[src/hdl/prf_pkg.sv]
// Shared types and constants for the page replacement block.
`default_nettype none
package prf_pkg;

    localparam int FRAMES    = 16;
    localparam int PAGE_BITS = 16;
    localparam int SLOT_W    = 4;
    localparam int RANK_W    = 4;
    localparam int COUNT_W   = 5;
    localparam int CNT_W     = 32;
    localparam int ADDR_W    = 3;
    localparam int DATA_W    = 32;
    localparam int LEAVES    = 1 << $clog2(FRAMES);

    localparam logic [RANK_W-1:0]  RANK_MAX = RANK_W'(FRAMES - 1);
    localparam logic [COUNT_W-1:0] COUNT_MAX = COUNT_W'(FRAMES);
    localparam logic [CNT_W-1:0]   CNT_SAT = '1;

    localparam logic REG_POLICY = 1'b0;
    localparam logic REG_FRAMES = 1'b1;

    localparam logic POLICY_FIFO = 1'b0;
    localparam logic POLICY_LRU  = 1'b1;

    localparam logic [COUNT_W-1:0] FRAMES_RESET = COUNT_W'(16);

    typedef struct packed {
        logic capture;
        logic decide;
        logic commit;
    } prf_cmd_t;

    typedef struct packed {
        logic out_stall;
    } prf_status_t;

endpackage
`default_nettype wire

[src/hdl/page_replacement_fifo_lru.sv]
// Top level of the FIFO / LRU page replacement frame table.
//
//   Channel   Direction  Handshake         Payload
//   s_        in         s_valid/s_ready   s_page_number
//   m_        out        m_valid/m_ready   m_hit, m_frame_slot, m_evicted_valid,
//                                          m_evicted_page, m_hit_total, m_fault_total
//   APB       in         psel/penable      policy_mode (0x0), frames_in_use (0x4)
//
// Each transaction has a lookup step for the parallel tag compare and victim
// search over all active frames, then an update step for table, ranks and counters.
// A new transaction is taken in the commit cycle, so no input is taken during the lookup of the one in flight.
// A stalled result holds the commit and input until m_ready frees the result register.
// Reset is synchronous: all frames empty, ranks, pointer and counts zero.
`default_nettype none
module page_replacement_fifo_lru (
    input  logic                            aclk,
    input  logic                            aresetn,
    input  logic                            psel,
    input  logic                            penable,
    input  logic                            pwrite,
    input  logic [prf_pkg::ADDR_W-1:0]      paddr,
    input  logic [prf_pkg::DATA_W-1:0]      pwdata,
    output logic [prf_pkg::DATA_W-1:0]      prdata,
    output logic                            pready,
    input  logic                            s_valid,
    output logic                            s_ready,
    input  logic [prf_pkg::PAGE_BITS-1:0]   s_page_number,
    output logic                            m_valid,
    input  logic                            m_ready,
    output logic                            m_hit,
    output logic [prf_pkg::SLOT_W-1:0]      m_frame_slot,
    output logic                            m_evicted_valid,
    output logic [prf_pkg::PAGE_BITS-1:0]   m_evicted_page,
    output logic [prf_pkg::CNT_W-1:0]       m_hit_total,
    output logic [prf_pkg::CNT_W-1:0]       m_fault_total
);

    logic                        policy_mode;
    logic [prf_pkg::COUNT_W-1:0] frames_in_use;
    prf_pkg::prf_cmd_t           cmd;
    prf_pkg::prf_status_t        status;

    prf_regs u_regs (
        .aclk          (aclk),
        .aresetn       (aresetn),
        .psel          (psel),
        .penable       (penable),
        .pwrite        (pwrite),
        .paddr         (paddr),
        .pwdata        (pwdata),
        .prdata        (prdata),
        .pready        (pready),
        .policy_mode   (policy_mode),
        .frames_in_use (frames_in_use)
    );

    prf_ctrl u_ctrl (
        .aclk    (aclk),
        .aresetn (aresetn),
        .s_valid (s_valid),
        .s_ready (s_ready),
        .status  (status),
        .cmd     (cmd)
    );

    prf_datapath u_datapath (
        .aclk            (aclk),
        .aresetn         (aresetn),
        .cmd             (cmd),
        .status          (status),
        .policy_mode     (policy_mode),
        .frames_in_use   (frames_in_use),
        .s_page_number   (s_page_number),
        .m_valid         (m_valid),
        .m_ready         (m_ready),
        .m_hit           (m_hit),
        .m_frame_slot    (m_frame_slot),
        .m_evicted_valid (m_evicted_valid),
        .m_evicted_page  (m_evicted_page),
        .m_hit_total     (m_hit_total),
        .m_fault_total   (m_fault_total)
    );

    a_one_in_flight: assert property (@(posedge aclk) disable iff (!aresetn)
        s_valid && s_ready |=> !s_ready)
        else $error("input taken while a transaction is in lookup");

    a_hit_no_evict: assert property (@(posedge aclk) disable iff (!aresetn)
        m_valid |-> !(m_hit && m_evicted_valid))
        else $error("hit reported with an eviction");

    a_evict_page_zero: assert property (@(posedge aclk) disable iff (!aresetn)
        m_valid && !m_evicted_valid |-> m_evicted_page == '0)
        else $error("evicted page nonzero without eviction");

    a_hit_counted: assert property (@(posedge aclk) disable iff (!aresetn)
        m_valid && m_hit |-> m_hit_total != '0)
        else $error("hit result with zero hit count");

    a_fault_counted: assert property (@(posedge aclk) disable iff (!aresetn)
        m_valid && !m_hit |-> m_fault_total != '0)
        else $error("fault result with zero fault count");

endmodule
`default_nettype wire

[src/hdl/prf_regs.sv]
// APB configuration registers: replacement policy and active frame count.
`default_nettype none
module prf_regs (
    input  logic                          aclk,
    input  logic                          aresetn,
    input  logic                          psel,
    input  logic                          penable,
    input  logic                          pwrite,
    input  logic [prf_pkg::ADDR_W-1:0]    paddr,
    input  logic [prf_pkg::DATA_W-1:0]    pwdata,
    output logic [prf_pkg::DATA_W-1:0]    prdata,
    output logic                          pready,
    output logic                          policy_mode,
    output logic [prf_pkg::COUNT_W-1:0]   frames_in_use
);

    logic                        policy_reg;
    logic [prf_pkg::COUNT_W-1:0] frames_reg;
    logic                        wr_en;
    logic                        reg_sel;

    assign pready  = 1'b1;
    assign wr_en   = psel && penable && pwrite;
    assign reg_sel = paddr[2];

    always_ff @(posedge aclk) begin
        if (!aresetn) begin
            policy_reg <= prf_pkg::POLICY_FIFO;
            frames_reg <= prf_pkg::FRAMES_RESET;
        end else if (wr_en) begin
            case (reg_sel)
                prf_pkg::REG_POLICY: policy_reg <= pwdata[0];
                prf_pkg::REG_FRAMES: frames_reg <= pwdata[prf_pkg::COUNT_W-1:0];
                default: ;
            endcase
        end
    end

    always_comb begin
        case (reg_sel)
            prf_pkg::REG_POLICY: prdata = {{(prf_pkg::DATA_W-1){1'b0}}, policy_reg};
            prf_pkg::REG_FRAMES:
                prdata = {{(prf_pkg::DATA_W-prf_pkg::COUNT_W){1'b0}}, frames_reg};
            default: prdata = '0;
        endcase
    end

    assign policy_mode   = policy_reg;
    assign frames_in_use = frames_reg;

endmodule
`default_nettype wire

[src/hdl/prf_ctrl.sv]
// Controller state machine: capture, lookup, commit sequencing.
`default_nettype none
module prf_ctrl (
    input  logic                  aclk,
    input  logic                  aresetn,
    input  logic                  s_valid,
    output logic                  s_ready,
    input  prf_pkg::prf_status_t  status,
    output prf_pkg::prf_cmd_t     cmd
);

    typedef enum logic [2:0] {
        ST_IDLE   = 3'b001,
        ST_LOOKUP = 3'b010,
        ST_UPDATE = 3'b100
    } state_t;

    state_t state_reg, state_next;
    logic   accept;

    always_comb begin
        s_ready = 1'b0;
        case (state_reg)
            ST_IDLE:   s_ready = 1'b1;
            ST_UPDATE: s_ready = !status.out_stall;
            default:   s_ready = 1'b0;
        endcase
    end

    assign accept = s_valid && s_ready;

    always_comb begin
        state_next  = state_reg;
        cmd.capture = accept;
        cmd.decide  = 1'b0;
        cmd.commit  = 1'b0;
        case (state_reg)
            ST_IDLE: begin
                if (accept) state_next = ST_LOOKUP;
            end
            ST_LOOKUP: begin
                cmd.decide = 1'b1;
                state_next = ST_UPDATE;
            end
            ST_UPDATE: begin
                if (!status.out_stall) begin
                    cmd.commit = 1'b1;
                    state_next = accept ? ST_LOOKUP : ST_IDLE;
                end
            end
            default: state_next = ST_IDLE;
        endcase
    end

    always_ff @(posedge aclk) begin
        if (!aresetn) begin
            state_reg <= ST_IDLE;
        end else begin
            state_reg <= state_next;
        end
    end

endmodule
`default_nettype wire

[src/hdl/prf_datapath.sv]
// Datapath: frame table, parallel lookup, victim choice, recency ranks, counters.
`default_nettype none
module prf_datapath (
    input  logic                            aclk,
    input  logic                            aresetn,
    input  prf_pkg::prf_cmd_t               cmd,
    output prf_pkg::prf_status_t            status,
    input  logic                            policy_mode,
    input  logic [prf_pkg::COUNT_W-1:0]     frames_in_use,
    input  logic [prf_pkg::PAGE_BITS-1:0]   s_page_number,
    output logic                            m_valid,
    input  logic                            m_ready,
    output logic                            m_hit,
    output logic [prf_pkg::SLOT_W-1:0]      m_frame_slot,
    output logic                            m_evicted_valid,
    output logic [prf_pkg::PAGE_BITS-1:0]   m_evicted_page,
    output logic [prf_pkg::CNT_W-1:0]       m_hit_total,
    output logic [prf_pkg::CNT_W-1:0]       m_fault_total
);

    localparam int N  = prf_pkg::FRAMES;
    localparam int NL = prf_pkg::LEAVES;

    logic [prf_pkg::PAGE_BITS-1:0] page_reg;
    logic [prf_pkg::PAGE_BITS-1:0] frame_page_reg [N];
    logic [N-1:0]                  frame_valid_reg;
    logic [prf_pkg::RANK_W-1:0]    rank_reg [N];
    logic [prf_pkg::SLOT_W-1:0]    fifo_ptr_reg;
    logic [prf_pkg::CNT_W-1:0]     hit_cnt_reg;
    logic [prf_pkg::CNT_W-1:0]     fault_cnt_reg;

    logic                          dec_hit_reg;
    logic                          dec_fill_reg;
    logic                          dec_evict_reg;
    logic                          dec_fifo_adv_reg;
    logic [prf_pkg::SLOT_W-1:0]    dec_slot_reg;
    logic [prf_pkg::SLOT_W-1:0]    dec_fifo_next_reg;

    logic                          out_valid_reg;
    logic                          out_hit_reg;
    logic [prf_pkg::SLOT_W-1:0]    out_slot_reg;
    logic                          out_evict_reg;
    logic [prf_pkg::PAGE_BITS-1:0] out_evict_page_reg;

    logic [prf_pkg::COUNT_W-1:0]   count_eff;
    logic [N-1:0]                  active;
    logic                          hit_found;
    logic [prf_pkg::SLOT_W-1:0]    hit_idx;
    logic                          empty_found;
    logic [prf_pkg::SLOT_W-1:0]    empty_idx;
    logic [prf_pkg::SLOT_W-1:0]    fifo_slot;
    logic [prf_pkg::SLOT_W-1:0]    fifo_next;
    logic [prf_pkg::SLOT_W-1:0]    lru_idx;
    logic [prf_pkg::SLOT_W-1:0]    victim_idx;

    logic                          node_act  [2*NL];
    logic [prf_pkg::RANK_W-1:0]    node_rank [2*NL];
    logic [prf_pkg::SLOT_W-1:0]    node_idx  [2*NL];

    logic                          touch_en;
    logic [prf_pkg::RANK_W-1:0]    old_rank;

    // clamp the active frame count
    always_comb begin
        if (frames_in_use == '0) begin
            count_eff = prf_pkg::COUNT_W'(1);
        end else if (frames_in_use > prf_pkg::COUNT_MAX) begin
            count_eff = prf_pkg::COUNT_MAX;
        end else begin
            count_eff = frames_in_use;
        end
    end

    always_comb begin
        for (int i = 0; i < N; i++) begin
            active[i] = prf_pkg::COUNT_W'(i) < count_eff;
        end
    end

    // lowest matching frame and lowest empty frame
    always_comb begin
        hit_found   = 1'b0;
        hit_idx     = '0;
        empty_found = 1'b0;
        empty_idx   = '0;
        for (int i = N - 1; i >= 0; i--) begin
            if (active[i] && frame_valid_reg[i] && frame_page_reg[i] == page_reg) begin
                hit_found = 1'b1;
                hit_idx   = prf_pkg::SLOT_W'(i);
            end
            if (active[i] && !frame_valid_reg[i]) begin
                empty_found = 1'b1;
                empty_idx   = prf_pkg::SLOT_W'(i);
            end
        end
    end

    // round-robin victim
    always_comb begin
        fifo_slot = ({1'b0, fifo_ptr_reg} < count_eff) ? fifo_ptr_reg : '0;
        fifo_next = (({1'b0, fifo_slot} + prf_pkg::COUNT_W'(1)) < count_eff)
                    ? fifo_slot + prf_pkg::SLOT_W'(1) : '0;
    end

    // oldest active frame, ties to the lower index
    always_comb begin
        for (int i = 0; i < NL; i++) begin
            if (i < N) begin
                node_act[NL+i]  = active[i];
                node_rank[NL+i] = rank_reg[i];
            end else begin
                node_act[NL+i]  = 1'b0;
                node_rank[NL+i] = '0;
            end
            node_idx[NL+i] = prf_pkg::SLOT_W'(i);
        end
        node_act[0]  = 1'b0;
        node_rank[0] = '0;
        node_idx[0]  = '0;
        for (int j = NL - 1; j >= 1; j--) begin
            if (!node_act[2*j+1] ||
                (node_act[2*j] && node_rank[2*j] >= node_rank[2*j+1])) begin
                node_act[j]  = node_act[2*j];
                node_rank[j] = node_rank[2*j];
                node_idx[j]  = node_idx[2*j];
            end else begin
                node_act[j]  = node_act[2*j+1];
                node_rank[j] = node_rank[2*j+1];
                node_idx[j]  = node_idx[2*j+1];
            end
        end
        lru_idx = (NL > 1) ? node_idx[1] : '0;
    end

    assign victim_idx = (policy_mode == prf_pkg::POLICY_LRU) ? lru_idx : fifo_slot;

    always_ff @(posedge aclk) begin
        if (cmd.capture) page_reg <= s_page_number;
        if (cmd.decide) begin
            dec_hit_reg       <= hit_found;
            dec_fill_reg      <= !hit_found && empty_found;
            dec_evict_reg     <= !hit_found && !empty_found;
            dec_fifo_adv_reg  <= !hit_found && !empty_found &&
                                 policy_mode == prf_pkg::POLICY_FIFO;
            dec_fifo_next_reg <= fifo_next;
            if (hit_found) begin
                dec_slot_reg <= hit_idx;
            end else if (empty_found) begin
                dec_slot_reg <= empty_idx;
            end else begin
                dec_slot_reg <= victim_idx;
            end
        end
    end

    assign touch_en = !(dec_hit_reg && policy_mode == prf_pkg::POLICY_FIFO);
    assign old_rank = rank_reg[dec_slot_reg];

    // table, ranks and counters
    always_ff @(posedge aclk) begin
        if (!aresetn) begin
            frame_valid_reg <= '0;
            fifo_ptr_reg    <= '0;
            hit_cnt_reg     <= '0;
            fault_cnt_reg   <= '0;
            for (int i = 0; i < N; i++) rank_reg[i] <= '0;
        end else if (cmd.commit) begin
            if (!dec_hit_reg) begin
                frame_page_reg[dec_slot_reg]  <= page_reg;
                frame_valid_reg[dec_slot_reg] <= 1'b1;
                if (fault_cnt_reg != prf_pkg::CNT_SAT) fault_cnt_reg <= fault_cnt_reg + 1'b1;
            end else if (hit_cnt_reg != prf_pkg::CNT_SAT) begin
                hit_cnt_reg <= hit_cnt_reg + 1'b1;
            end
            if (dec_fifo_adv_reg) fifo_ptr_reg <= dec_fifo_next_reg;
            if (touch_en) begin
                for (int i = 0; i < N; i++) begin
                    if (prf_pkg::SLOT_W'(i) == dec_slot_reg) begin
                        rank_reg[i] <= '0;
                    end else if ((dec_fill_reg || rank_reg[i] < old_rank) &&
                                 rank_reg[i] < prf_pkg::RANK_MAX) begin
                        rank_reg[i] <= rank_reg[i] + 1'b1;
                    end
                end
            end
        end
    end

    // result register
    always_ff @(posedge aclk) begin
        if (!aresetn) begin
            out_valid_reg <= 1'b0;
        end else if (cmd.commit) begin
            out_valid_reg <= 1'b1;
        end else if (m_ready) begin
            out_valid_reg <= 1'b0;
        end
    end

    always_ff @(posedge aclk) begin
        if (cmd.commit) begin
            out_hit_reg        <= dec_hit_reg;
            out_slot_reg       <= dec_slot_reg;
            out_evict_reg      <= dec_evict_reg;
            out_evict_page_reg <= dec_evict_reg ? frame_page_reg[dec_slot_reg] : '0;
        end
    end

    assign status.out_stall = out_valid_reg && !m_ready;

    assign m_valid         = out_valid_reg;
    assign m_hit           = out_hit_reg;
    assign m_frame_slot    = out_slot_reg;
    assign m_evicted_valid = out_evict_reg;
    assign m_evicted_page  = out_evict_page_reg;
    assign m_hit_total     = hit_cnt_reg;
    assign m_fault_total   = fault_cnt_reg;

endmodule
`default_nettype wire

[config.mk]
export PLATFORM = sky130hd
export DESIGN_NAME = page_replacement_fifo_lru
export DESIGN_NICKNAME = d
export VERILOG_FILES = /design/src/hdl/prf_pkg.sv /design/src/hdl/page_replacement_fifo_lru.sv /design/src/hdl/prf_regs.sv /design/src/hdl/prf_ctrl.sv /design/src/hdl/prf_datapath.sv
export SDC_FILE = /design/constraint.sdc
export NUM_CORES = 1
export LEC_CHECK = 0
export ABC_AREA = 1
export BUFFER_PORTS_ARGS = -buffer_cell sky130_fd_sc_hd__buf_2
export CORE_UTILIZATION = 47
export CTS_BUF_LIST = sky130_fd_sc_hd__clkbuf_8 sky130_fd_sc_hd__clkbuf_16
export CTS_CLUSTER_DIAMETER = 100
export DETAILED_ROUTE_END_ITERATION = 8
export PLACE_DENSITY = 0.67
export SLEW_MARGIN = 15
export SYNTH_ARGS = -nofsm -noshare
export SYNTH_HDL_FRONTEND = slang
export SYNTH_SLANG_ARGS = --single-unit
[constraint.sdc]
create_clock -name aclk -period 5.52 [get_ports aclk]
set_input_delay 0 -clock aclk [delete_from_list [all_inputs] [get_ports aclk]]
set_output_delay 0 -clock aclk [all_outputs]
set_load 0.05 [all_outputs]
# == Word-level counts from Yosys, hierarchy flattened ==
# Memory sizes are Yosys's and may differ from the RTL's. A register that Yosys moved wholly into a read port is not among the register bits.
# Index checks and enable logic that the tools add are counted.
# totals
out_inout_bits,121
ff_bits,128
elab_cells,687
inputBits,58
latchBits,0
romBits,0
ramBits,320
mem_count,2
# classes
div_mod_pow,0
n_shift,0
n_eq_ne,38
n_bitwise,36
n_reduce_logical,165
mul,0
n_mux,340
n_addsub,20
n_lt_le_gt_ge,68
# memory_table
name,words,word_bits,read_ports,rd_clocked_by_memory_dff,wr,line_no,rtl
u_datapath.frame_page_reg,16,16,17,1,1,prf_datapath.sv:25,logic [prf_pkg::PAGE_BITS-1:0] frame_page_reg [N];
u_datapath.rank_reg,16,4,17,1,16,prf_datapath.sv:27,logic [prf_pkg::RANK_W-1:0] rank_reg [N];
# ops
operator,count
two-way mux 4 bit,84
equality test 16 bit,16
two-way mux 1 bit,241
logical AND 1 bit,88
"adder 4 x 1 -> 4 bit, second input constant",17
"adder 32 x 1 -> 32 bit, second input constant",2
less-than comparator 4 bit,16
"less-than comparator 4 bit, second input constant",16
"!= test 32 bit, second input constant",2
one-hot mux 32 bit (2 select lines),1
>= comparator 4 bit,15
"less-than comparator 4 x 5 -> 1 bit, first input constant",8
logical NOT 1 bit,36
"equality test 4 bit, first input constant",8
OR 1 bit,32
logical OR 1 bit,31
"less-than comparator 3 x 5 -> 1 bit, first input constant",4
"equality test 3 x 4 -> 1 bit, first input constant",4
OR 16 bit,1
two-way mux 3 bit,4
"less-than comparator 1 x 5 -> 1 bit, first input constant",2
"less-than comparator 2 x 5 -> 1 bit, first input constant",2
two-way mux 2 bit,5
two-way mux 5 bit,2
22 further kinds,30

# == Logic depth before layout (Yosys ltp) ==
# depth
depth_word,25
ltp_mapped,45
ltp_nobuf,43

# == By module ==
# A second synthesis with hierarchy kept.
# hier_totals
cells_unflattened,3576
hier_area_um2,29289.3
# modules_own_cells
module,cells_each,seq_area_each_um2,instances,area_per_inst_um2
prf_datapath,3464,12892.4,1,28554.9
prf_regs,81,120.1,1,535.5
prf_ctrl,31,60.1,1,198.9

# == Worst setup path before layout ==
# No wires, ideal clock.
# synth_timing
path_type,reg2reg
startpoint,mem u_datapath.rank_reg[11][0] (netlist name)
endpoint,"reg u_datapath.dec_slot_reg[1] (netlist name), data pin"
path_buffers,2
setup_time_ns,0.251
setup_slack_ns,0.159
period_less_slack_ns,5.361
stages_incl_launch_ff,41
arrival_ns,5.110
required_ns,5.269
path_cell_list,edfxtp_1 ha_1 inv_1 a21boi_0 o21ai_0 a21boi_0 o21ai_0 nand2_1 nor2_1 a21oi_1 ha_1 inv_1 nor2_1 o211ai_1 nand3_1 nand2_1 nand2_1 clkbuf_1 [... 5 more ...] nand3_1 a21oi_1 buf_2 nand2_1 o21ai_0 ha_1 a21boi_0 o21a_1 o21ai_0 nand3_1 inv_1 o21ai_0 o211ai_1 nor2_1 a21oi_1 o21ai_1 nand2_1 inv_1
# synth_lines
item,line_no,rtl
"start, declared",prf_datapath.sv:27,
"end signal, assigned",prf_datapath.sv:147,dec_slot_reg <= hit_idx;
"end signal, assigned",prf_datapath.sv:149,dec_slot_reg <= empty_idx;
"end signal, assigned",prf_datapath.sv:151,dec_slot_reg <= victim_idx;
"end, declared",prf_datapath.sv:36,logic [prf_pkg::SLOT_W-1:0] dec_slot_reg;

==> impl_metrics.py <==
metrics = {
    "setup_path": {
        "crit_family": "compound AO/OA/AOI/OAI gates",
        "slowest_delay_ns": 0.42,
        "cpMostUsedCell": "o21ai_1",
        "cp.arrival_ns": 5.89,
        "crit_type": "flop to flop",
        "crit_required_ns": 5.88,
        "crit_path_start": "u_datapath.rank_reg[9][1]",
        "r2r_slack_ns": -0.008,
        "start_kind": "flop",
        "path_buf_inv": 6,
        "cp_slowest_cell": "edfxtp_1",
        "end_kind": "flop",
        "crit_fanout": 8,
        "worstReg2RegStart": "u_datapath.rank_reg[9][1]",
    },
    "route": {
        "viasPerCell": 5.92,
        "detail_route.wl_per_cell_um": 22.1,
        "routed_wl_um": 92300,
        "route.detailed.drc": 0,
        "drt_first_pass_iters": 6,
        "via_count": 24700,
        "drtAntennaViolNets": 0,
        "drtIter0Drc": 2705,
    },
    "pwr": {
        "p_int_mw": 6.34,
        "p_sw_mw": 2.60,
        "p_leak_nw": 12.9,
        "clkPwrFrac_pct": 37.0,
        "power_frac_comb_pct": 19.5,
        "powerDensity_nw_per_um2": 281,
        "p_total_mw": 8.94,
        "netSwitchingFraction_pct": 29.1,
        "pwr-share-seq_pct": 43.5,
        "irDropWorstVdd_v": 0.000247,
    },
    "global_route": {
        "grt_pass1_wl_um": 139000,
        "grt_use_total_pct": 30.7,
        "grt_overflow": 0,
        "grt_pass1_vias": 23800,
        "grt_max_degree": 73,
        "antenna_found_initial": 2,
    },
    "min_path": {
        "holdCritPathClass": "input pin to flop",
        "holdCritStartpoint": "penable",
    },
    "sta": {
        "slew_violations": 0,
        "slew_headroom_pct": 25.5,
        "hold_viol_final": 0,
        "min_period_ns": 5.53,
        "setup_viol": 1,
        "fmax_mhz": 181,
        "setup_slack_ns": -0.00757,
        "rsz0062_at_grt": "yes",
        "period_share_pct": 100,
        "tightest_slew_ns": 1.12,
        "timing.setup.tns_ns": -0.00757,
        "fin_skew_ns": 0.0311,
    },
    "clock_network": {
        "cts-root-buf": "clkbuf_16",
        "numCtsBuffers": 52,
        "numClockSinks": 468,
        "clockBufferDepth": 3,
        "htree_levels": 2,
        "path_clk_slew_ns": 0.06,
        "clkLatencyLatePin_ns": 0.63,
        "cts_tree": "built",
    },
    "synth": {
        "netlist_area_sq_um": 27000,
        "synthSimpleGateAreaFrac_pct": 18.1,
        "ys_types": 55,
        "syn_inst": 3066,
        "synth.area.mux_share_pct": 0,
        "ys_seq_area_share_pct": 48.5,
        "ys_warn_count": 0,
        "synth_top_family_by_area": "simple AND/OR/NAND/NOR gates",
        "synth_edf_count": 370,
        "yosys.area_share.adder_pct": 6.22,
        "ys_ff_latch": 468,
        "synth_compound_area_share_pct": 16.8,
        "synth-xor-area-share_pct": 2.86,
        "async_reset_ff_share_pct": 0,
        "synth_area_per_cell_sq_um": 8.80,
        "synth_ff_type": "edfxtp_1",
    },
    "place": {
        "gp_congestion": 0.976,
        "place_ws_ns": -0.334,
        "dp_hpwl_um": 65400,
        "numPortBuffers": 121,
    },
    "floorplanning": {
        "row_count": 87,
        "fp.coreArea_sq_um": 56500,
        "die_area_sq_um": 58300,
        "dieWidth_um": 242,
        "initial_core_util_pct": 47.7,
        "fp.dieH_um": 242,
        "io_pins": 179,
    },
    "final_layout": {
        "fin_nets": 3562,
        "drive_gt1_share_pct": 15.8,
        "fillers": 5044,
        "multi_input_area_sq_um": 12300,
        "seq_area_sq_um": 13100,
        "largest_reg_flops": 256,
        "antennaDiodeCount": 0,
        "syn2layout_area_growth_pct": 18.0,
    },
    "outcome": {
        "violations": "negative setup slack",
        "outcome": "finished, violations left",
    },
    "job": {
        "drv_cap": 0,
    },
}
[layout make-up]
cell class                      count  area share, %
Multi-Input combinational cell   2119           38.8
Tap cell                          756           2.97
Timing Repair inverter              1         0.0236
Timing Repair Buffer              356           7.71
Inverter                          372           4.40
Sequential cell                   468           41.1
Clock buffer                       53           4.13
Clock inverter                     43          0.885
[metal layers]
layer  up-vias  global-route usage (%)  wire, um  share of wire (%)
li1      11300                       -         -                  -
met1     11800                    40.5     37100                 40
met2      1327                    49.5     42300                 46
met3       235                    4.93      8480                9.2
met4         0                    14.4      4300                4.7
met5         -                       0         0                  0
[path summary, 6_finish.rpt]
check	to	cells after the start
min reg2reg	u_datapath.m_hit_total[25]	2
max	u_datapath.dec_slot_reg[1]	38
max reg2reg	u_datapath.dec_slot_reg[1]	38
min	u_regs.frames_in_use[0]	5
[worst reg2reg max path, delay by kind of cell (launching register included)]
| kind | cells | cell delay [ns] |
|---|---|---|
| AND/OR/NAND/NOR | 14 | 1.36 |
| flip-flops | 1 | 0.42 |
| AO/OA/AOI/OAI | 14 | 2.01 |
| buffers and inverters | 6 | 0.46 |
| adder cells (fa/ha/maj) | 4 | 1.06 |
[power groups by stage]
stage | Clock (mW) | Sequential, mW | Combinational [mW]
2_1_floorplan | 0 | 3.97 | 0.867
3_3_place_gp | 0 | 3.96 | 1.35
3_5_place_dp | 0 | 3.96 | 1.41
4_1_cts | 3.34 | 3.88 | 1.51
5_1_grt | 3.46 | 3.89 | 1.89
6_report | 3.31 | 3.88 | 1.74
[timing repair]
action,CTS,global route
cloned,1,2
pin swaps,17,35
resized for setup,59,97
buffers inserted,3,12
hold buffers,32,0
hold endpoints to repair,30,0
endpoints found under the setup margin,8,8
[Yosys cell counts, drive strengths merged (15+ instances only)]
library cell  instances  area, sq um
xnor2                25          219
a21oi               160          801
a21boi               20          150
clkbuf               70          263
xor2                 63          552
nor3                 49          278
edfxtp              370        11100
o22ai                65          407
o21ai               220         1100
nand2               590         2230
nor4                 23          163
ha                  134         1680
o211ai               40          300
dfxtp                98         1960
o2111ai              15          131
o221ai               31          272
nand3                83          420
nand4                58          363
a22oi               104          781
o21a                 19          143
inv                 365         1370
nor2                308         1210
buf                  64          385
[cell usage in the layout, fill, tap and decap left out, drive strengths merged, types with 15 or more instances in the layout]
cell type	instances
nand2	591
inv	376
edfxtp	370
buf	324
nor2	308
o21ai	220
a21oi	160
ha	134
a22oi	104
dfxtp	98
nand3	83
o22ai	65
xor2	63
nand4	58
clkbuf	53
nor3	49
o211ai	40
clkinv	36
dlygate4sd3	32
o221ai	31
conb	28
xnor2	25
nor4	23
a21boi	20
o21a	19
o2111ai	15
[logic make-up after synthesis]
group,Yosys count
xor gates and xnor gates,88
DFF,468
and+or+nand+nor,1142
buffers and inverters,506
other,2
adders and majority gates,134
AOI/OAI and AO/OA,726
[stage by stage]
stage | util [%] | instance area, sq um | hold WS, ns | cells
after detailed placement | 52.0 | 29400 | 0.178 | 4022
after CTS | 55.7 | 31400 | 0.00427 | 4154
after floorplan | - | 27100 | 0.0989 | 3092
final | 56.3 | 31800 | 0.0347 | 4168
after global placement | 52.0 | 29400 | 0.178 | 4022
after global routing | 56.3 | 31800 | 0.0732 | 4168
Note: power is estimated with default switching activity, not from simulation.
